## config.mk

```make
export PLATFORM = sky130hd
export DESIGN_NAME = bmsfc_core
export DESIGN_NICKNAME = d
export VERILOG_FILES = /design/src/hdl/bmsfc_pkg.sv /design/src/hdl/bmsfc_core.sv
export SDC_FILE = /design/constraint.sdc
export NUM_CORES = 1
export LEC_CHECK = 0
export BUFFER_PORTS_ARGS = -buffer_cell sky130_fd_sc_hd__buf_2
export CORE_MARGIN = 1.5
export CORE_UTILIZATION = 50
export CTS_CLUSTER_DIAMETER = 30
export DETAILED_ROUTE_END_ITERATION = 8
export PLACE_DENSITY_LB_ADDON = 0.08
export SLEW_MARGIN = 0
export SYNTH_ARGS = -nofsm -noshare
export SYNTH_HDL_FRONTEND = slang
export SYNTH_SLANG_ARGS = --single-unit
```

## constraint.sdc

```tcl
create_clock -name clock -period 3.9 [get_ports clock]
set_input_delay 0.78 -clock clock [delete_from_list [all_inputs] [get_ports clock]]
set_output_delay 0.78 -clock clock [all_outputs]
set_load 0.02 [all_outputs]
```

## src/hdl/bmsfc_pkg.sv

```systemverilog
`timescale 1ns / 1ps
`default_nettype none

package bmsfc_pkg;

   // frame layout
   localparam logic [7:0] FRAME_START    = 8'hDD;
   localparam logic [7:0] FRAME_STOP     = 8'h77;
   localparam int         FRAME_OVERHEAD = 7;
   localparam int         MAX_FRAME_BYTES = 256;

   // byte counter, saturating at its top value
   localparam int         COUNT_W     = 9;
   localparam int         TOTAL_W     = COUNT_W + 1;
   localparam logic [COUNT_W-1:0] COUNT_LIMIT = '1;

   // byte positions captured from the head of the frame
   localparam logic [COUNT_W-1:0] POS_START  = COUNT_W'(0);
   localparam logic [COUNT_W-1:0] POS_REG    = COUNT_W'(1);
   localparam logic [COUNT_W-1:0] POS_STATUS = COUNT_W'(2);
   localparam logic [COUNT_W-1:0] POS_LENGTH = COUNT_W'(3);
   localparam logic [COUNT_W-1:0] POS_DATA   = COUNT_W'(4);

   typedef enum logic [2:0] {
      ERR_NONE      = 3'd0,
      ERR_SHORT     = 3'd1,
      ERR_START     = 3'd2,
      ERR_LENGTH    = 3'd3,
      ERR_CHECKSUM  = 3'd4,
      ERR_STOP      = 3'd5
   } error_kind_type;

   typedef struct packed {
      logic           frame_ok;
      error_kind_type error_kind;
      logic [7:0]     register_code;
      logic [7:0]     status_code;
      logic [7:0]     payload_length;
   } result_type;

endpackage

`default_nettype wire

```

## src/hdl/bmsfc_core.sv

```systemverilog
`timescale 1ns / 1ps
`default_nettype none

module bmsfc_core
   import bmsfc_pkg::*;
(
   input  wire logic       clock,
   input  wire logic       reset,
   input  wire logic       accept,
   input  wire logic [7:0] rx_byte,
   input  wire logic       last_byte,
   output result_type      result
);

   logic [COUNT_W-1:0] byte_count_ff, byte_count_in;
   logic               start_bad_ff, start_bad_in;
   logic [7:0]         reg_byte_ff, reg_byte_in;
   logic [7:0]         status_byte_ff, status_byte_in;
   logic [7:0]         length_byte_ff, length_byte_in;
   logic [15:0]        running_sum_ff, running_sum_in;
   logic [15:0]        received_check_ff, received_check_in;

   logic [7:0]         reg_cur, status_cur, length_cur;
   logic               start_bad_cur;
   logic [TOTAL_W-1:0] total;
   logic               stop_bad;
   logic               length_bad;
   error_kind_type     err;

   // header bytes as seen with the current request folded in
   always_comb begin
      start_bad_cur = start_bad_ff;
      reg_cur       = reg_byte_ff;
      status_cur    = status_byte_ff;
      length_cur    = length_byte_ff;
      unique case (byte_count_ff)
         POS_START:  start_bad_cur = (rx_byte != FRAME_START);
         POS_REG:    reg_cur       = rx_byte;
         POS_STATUS: status_cur    = rx_byte;
         POS_LENGTH: length_cur    = rx_byte;
         default: begin
         end
      endcase
   end

   // verdict for a final byte
   assign total      = {1'b0, byte_count_ff} + TOTAL_W'(1);
   assign stop_bad   = (rx_byte != FRAME_STOP);
   assign length_bad = (byte_count_ff == COUNT_LIMIT)
                    || (total > TOTAL_W'(MAX_FRAME_BYTES))
                    || ({{(TOTAL_W-8){1'b0}}, length_cur} != total - TOTAL_W'(FRAME_OVERHEAD));

   always_comb begin
      priority if (total < TOTAL_W'(FRAME_OVERHEAD)) begin
         err = ERR_SHORT;
      end else if (start_bad_cur) begin
         err = ERR_START;
      end else if (length_bad) begin
         err = ERR_LENGTH;
      end else if (running_sum_ff != received_check_ff) begin
         err = ERR_CHECKSUM;
      end else if (stop_bad) begin
         err = ERR_STOP;
      end else begin
         err = ERR_NONE;
      end
   end

   always_comb begin
      result.frame_ok       = (err == ERR_NONE);
      result.error_kind     = err;
      result.register_code  = reg_cur;
      result.status_code    = status_cur;
      result.payload_length = length_cur;
   end

   // next state: clear on last byte; else header, count, sum, two-byte window
   always_comb begin
      byte_count_in     = byte_count_ff;
      start_bad_in      = start_bad_ff;
      reg_byte_in       = reg_byte_ff;
      status_byte_in    = status_byte_ff;
      length_byte_in    = length_byte_ff;
      running_sum_in    = running_sum_ff;
      received_check_in = received_check_ff;
      if (accept) begin
         if (last_byte) begin
            byte_count_in     = '0;
            start_bad_in      = 1'b0;
            reg_byte_in       = '0;
            status_byte_in    = '0;
            length_byte_in    = '0;
            running_sum_in    = '0;
            received_check_in = '0;
         end else begin
            start_bad_in   = start_bad_cur;
            reg_byte_in    = reg_cur;
            status_byte_in = status_cur;
            length_byte_in = length_cur;
            if (byte_count_ff >= POS_STATUS) begin
               if (byte_count_ff >= POS_DATA) begin
                  running_sum_in = running_sum_ff - {8'h00, received_check_ff[15:8]};
               end
               received_check_in = {received_check_ff[7:0], rx_byte};
            end
            if (byte_count_ff != COUNT_LIMIT) begin
               byte_count_in = byte_count_ff + COUNT_W'(1);
            end
         end
      end
   end

   always_ff @(posedge clock) begin
      if (reset) begin
         byte_count_ff     <= '0;
         start_bad_ff      <= 1'b0;
         reg_byte_ff       <= '0;
         status_byte_ff    <= '0;
         length_byte_ff    <= '0;
         running_sum_ff    <= '0;
         received_check_ff <= '0;
      end else begin
         byte_count_ff     <= byte_count_in;
         start_bad_ff      <= start_bad_in;
         reg_byte_ff       <= reg_byte_in;
         status_byte_ff    <= status_byte_in;
         length_byte_ff    <= length_byte_in;
         running_sum_ff    <= running_sum_in;
         received_check_ff <= received_check_in;
      end
   end

`ifndef SYNTHESIS
   a_clear_after_last: assert property (@(posedge clock) disable iff (reset)
      accept && last_byte |=> byte_count_ff == '0 && running_sum_ff == '0
         && received_check_ff == '0)
      else $error("frame state not cleared after final byte");

   a_count_step: assert property (@(posedge clock) disable iff (reset)
      accept && !last_byte && byte_count_ff != COUNT_LIMIT
         |=> byte_count_ff == $past(byte_count_ff) + COUNT_W'(1))
      else $error("byte counter did not advance");

   a_start_capture: assert property (@(posedge clock) disable iff (reset)
      accept && !last_byte && byte_count_ff == POS_START
         |=> start_bad_ff == ($past(rx_byte) != FRAME_START))
      else $error("start check not captured");
`endif

endmodule

`default_nettype wire

```

==> Word-level counts from Yosys, hierarchy flattened <==
Index checks and enable logic that the tools add are counted.
Widths: inputs -> output; s select.
{ "classes": {"n_eq_ne": 9, "magnitude_cmp": 4, "reduce_logical": 10, "add_sub_neg": 4, "n_mux": 20} }
{ "op_table": {"columns": ["op", "count"], "rows": [
  ["$mux 16", 5],
  ["$mux 8", 6],
  ["$eq 9x2->1 const B", 2],
  ["$mux 9", 2],
  ["$ne 16x16->1", 1],
  ["$sub 16x8->16", 1],
  ["$mux 3", 5],
  ["$add 9x1->10 const B", 1],
  ["$gt 10x9->1 const B", 1],
  ["$lt 10x3->1 const B", 1],
  ["$ne 8x10->1", 1],
  ["$sub 10x3->10 const B", 1],
  ["$add 9x1->9 const B", 1],
  ["$eq 9x1->1 const B", 1],
  ["$eq 9x9->1 const B", 1],
  ["$ge 9x2->1 const B", 1],
  ["$ge 9x3->1 const B", 1],
  ["$logic_not 9->1", 1],
  ["$ne 9x9->1 const B", 1],
  ["$ne 8x7->1 const B", 1],
  ["$ne 8x8->1 const B", 1],
  ["$reduce_bool 2->1", 3],
  ["$reduce_and 2->1", 2],
  ["$logic_not 3->1", 1],
  ["other kinds (3)", 5]
]} }
{ "totals": {"ff_bits": 66, "wordCells": 54, "out_inout_bits": 28} }

==> Logic depth before layout (Yosys ltp) <==
{ "depth": {"ltp_word": 8, "depth_mapped": 12, "mapped_depth_nobuf": 12} }

==> Worst setup path after synthesis <==
OpenSTA, ideal clock, no wires.
{ "synth_path": {"path_type": "register to output", "startpoint": "register byte_count_ff[1]", "endpoint": "output port result[26] (netlist name)", "t_arrival_ps": 3012, "slack_ps": 108, "required_ps": 3120, "n_path_buf": 2, "path_stages_with_launch": 12, "cell_sequence": "dfxtp_1 ha_1 buf_2 nor4b_2 and2_1 buf_2 mux2_2 xor2_1 a21oi_1 nand3b_1 or4b_4 nor2_1"} }
{ "synth_lines": {"columns": ["element", "line", "source"], "rows": [
  ["from (decl)", "bmsfc_core.sv:15", "logic [COUNT_W-1:0] byte_count_ff, byte_count_in;"],
  ["from (signal assigned)", "bmsfc_core.sv:123", "byte_count_ff <= byte_count_in;"],
  ["to (decl)", "bmsfc_core.sv:12", "output result_type result"]
]} }

==> metrics.md <==
| Metric | Value |
|---|---|
| Post-synth top cells | 77 x nor2_1, 66 x dfxtp_1, 45 x a22oi_1 |
| Non-Filler Instances | 650 |
| Routed length per instance | 17.2 um |
| WP data arrival | 3.07 ns |
| Total gr overflow | 0 |
| Core Region | 7850 um2 |
| Global-route wire length before repair | 17300 um |
| Primary FF master, synth | dfxtp_1 |
| Worst Path Required | 3.12 ns |
| Placed Instances | 614 |
| Clock latency on the worst-skew pair | 0.35 ns |
| Final setup vio count | 0 |
| Final Slew Violations | 0 |
| Critical-path top delay cell | or4b_4 |
| Post-route cell area | 4960 um2 |
| Yosys top cell area share | 0.322 |
| Worst-margin pin slew | 1.02 ns |
| Port Buffers | 39 |
| Top cell family by delay on the critical path | simple AND/OR/NAND/NOR gates |
| Die area | 8750 um2 |
| Placement Rows | 32 |
| Static leakage | 1.97 nW |
| Total chip power | 1.41 mW |
| GR Util All Layers | 0.255 |
| Initial antenna violation count | 0 |
| Buffers and inverters on the worst path | 2 |
| Yosys Warn Count | 0 |
| Fraction of registers with async set/reset | 0 |
| Min Tclk post-route | 3.85 ns |
| Final Hold Fails | 0 |
| Vias per std cell | 5.84 |
| Top cells by area, synth | dfxtp_1 32%, a22oi_1 8.2%, nor2_1 7.0% |
| Period utilization | 0.987 |
| DRC | 0 |
| Grt peak-use layer | met2 |
| Crit-path max FO | 5 |
| Cells after Synth | 487 |
| Via count | 3793 |
| I/O pin count | 40 |
| Routed Antenna Nets | 0 |
| Starting DRT DRC Count | 200 |
| Worst path cell trace | buf_6, ha_4, nand4_1, or3_4, and2_4, nor4_4, a311oi_2, nand3b_1, or4b_4, and2_4, buf_6 |
| Mapped Nets | 518 |
| Die Y | 93.6 um |
| Worst slew margin | 0.315 |
| Nets | 574 |
| Vias in the first global route | 3423 |
| Pwr/cell area | 284 nW/um2 |
| Syn Std Cell Area | 4100 um2 |
| Post-DP Area | 4410 um2 |
| Max Root-Sink Buffers | 2 |
| Hold Path Class | flop to flop |
| Met3 Usage GRT | 0.0382 |
| Post-Syn Area per Cell | 8.42 um2 |
| Crit path launch type | flop |
| Unrepaired setup endpoints after global routing | yes |
| Peak per-stage delay on the critical path | 0.54 ns |
| Met2 GRT Util | 0.420 |
| Clock slew at reported path FFs | 0.08 ns |
| Max VDD drop | 0.236 mV |
| Share of layout cells above drive strength 1 | 0.276 |
| Initial Util | 0.522 |
| Status | completed |
| Max Cap Viol | 0 |
| First-pass iteration count of the detailed router | 4 |
| Num CTS Buffers | 9 |
| Clk_skew | 0.00827 ns |
| Most numerous cell in the Yosys netlist | nor2_1 |
| Post-DP HPWL | 7320 um |
| Final wirelength | 11200 um |
| CTS tree | yes |
| Post-synth EDFFs | 0 |
| Sequential area share after synthesis | 0.322 |
| Synth-to-layout area growth | 21.1% |
| H-tree levels | 3 |
| Setup crit end kind | primary output |
| Chip width | 93.6 um |
| Sink Count | 66 |
| Synth Register Bits | 66 |
| N_diodes | 0 |
| WS Path Type | flop to primary output |
| Hold buffer count at CTS | 0 |
| Root buf cell | clkbuf_8 |
| Synth cell types | 59 |
| F_max | 260 MHz |
| Yosys top cell by area | dfxtp_1 |
| GPL Wtd Cong | 0.850 |
| Largest net degree at the start of global routing | 60 |
| Met1 Usage GRT | 0.335 |
report_power, final:
part / internal, mW / leakage [nW] / switching [mW]
clock: 0.313 / 0.0987 / 0.289
sequential: 0.676 / 0.535 / 0.00270
combinational: 0.0444 / 1.34 / 0.0832
cell usage in the layout (no fill, tap or decap), types with 3 or more instances in the layout:
master    Yosys  routed
ha_4          0       4
nor2b_1       3       3
a21boi_0      4       4
mux2i_1      10       9
inv_1        22      22
nand2b_1      7       7
o211ai_1      3       3
nor2_1       77      75
nor3_1        8       8
nor4_1        7       7
and2_4        0       3
a22oi_1      45      45
nand4_1       8       8
buf_2         9      38
a21o_1        5       5
buf_6         3       5
nor3b_1       3       3
dfxtp_1      66      61
or4_1         7       7
xor2_2        0       3
o21ai_0      14      13
clkbuf_8      0      10
nand3_1       7       6
mux2_2       19      19
buf_4         0      32
a211o_1       3       3
o21a_1        4       4
ha_1         18      14
xor2_1        8       5
a21oi_1      15      14
nand2_1      18      18
dfxtp_2       0       4
xnor2_1      27      27
metrics by stage:
step           setup TNS, ns  setup WS, ns  hold WS, ns   util
6_report                   0        0.0492        0.502  0.633
4_1_cts                    0      0.000539        0.507  0.603
3_5_place_dp               0         0.224        0.485  0.562
2_1_floorplan              0         0.108        0.453      -
5_1_grt               -0.104       -0.0499        0.524  0.633
3_3_place_gp               0         0.293        0.474  0.562
flip-flops by register name, summed over array words and instances, names as in the netlist:
signal	flops
status_byte_ff	8
running_sum_ff	16
start_bad_ff	1
reg_byte_ff	8
byte_count_ff	9
length_byte_ff	8
received_check_ff	16
tightest hold or removal path, cell delays in order, from the launching register on:
cell and delay [ns]:
dfxtp_1 0.35, nand2_1 0.07, a21oi_1 0.05
repair_timing:
item / in CTS / in global routing
pin swaps: 6 / 15
setup endpoints to repair: 3 / 3
buffers inserted: 4 / 16
gates resized for setup: 22 / 24
kinds of logic after synthesis:
logic type	Yosys count	synth area share
buffers and inverters	55	0.0586
multiplexers	30	0.0803
AND/OR/NAND/NOR	168	0.208
adder cells (fa/ha/maj)	19	0.0598
flip-flops	66	0.322
XOR/XNOR	35	0.0748
AO/OA/AOI/OAI	114	0.196
worst paths after layout:
kind	endpoint	cells past startpoint	slack, ns	startpoint
worst min-delay path	running_sum_ff[3]	2	0.50	running_sum_ff[3]
worst max-delay path	result[25]	11	0.05	byte_count_ff[1]
worst min register to register	running_sum_ff[3]	2	0.50	running_sum_ff[3]
worst max register to register	running_sum_ff[15]	12	0.91	byte_count_ff[0]
layout make-up:
| class | count | area [um2] |
|---|---|---|
| clock buffers | 10 | 138 |
| clock inverters | 6 | 63.8 |
| repair buffers | 77 | 522 |
| flip-flops and latches | 66 | 1330 |
| multi-input cells | 366 | 2700 |
| fillers | 700 | 2880 |
| inverters | 23 | 86.3 |
| well taps | 102 | 128 |
per-layer routing:
metal	wire, um	part of all wire
met5	0	0
met4	170	0.015
met3	592	0.053
met2	5520	0.49
met1	4880	0.44
(Power assumes the default switching activity.)
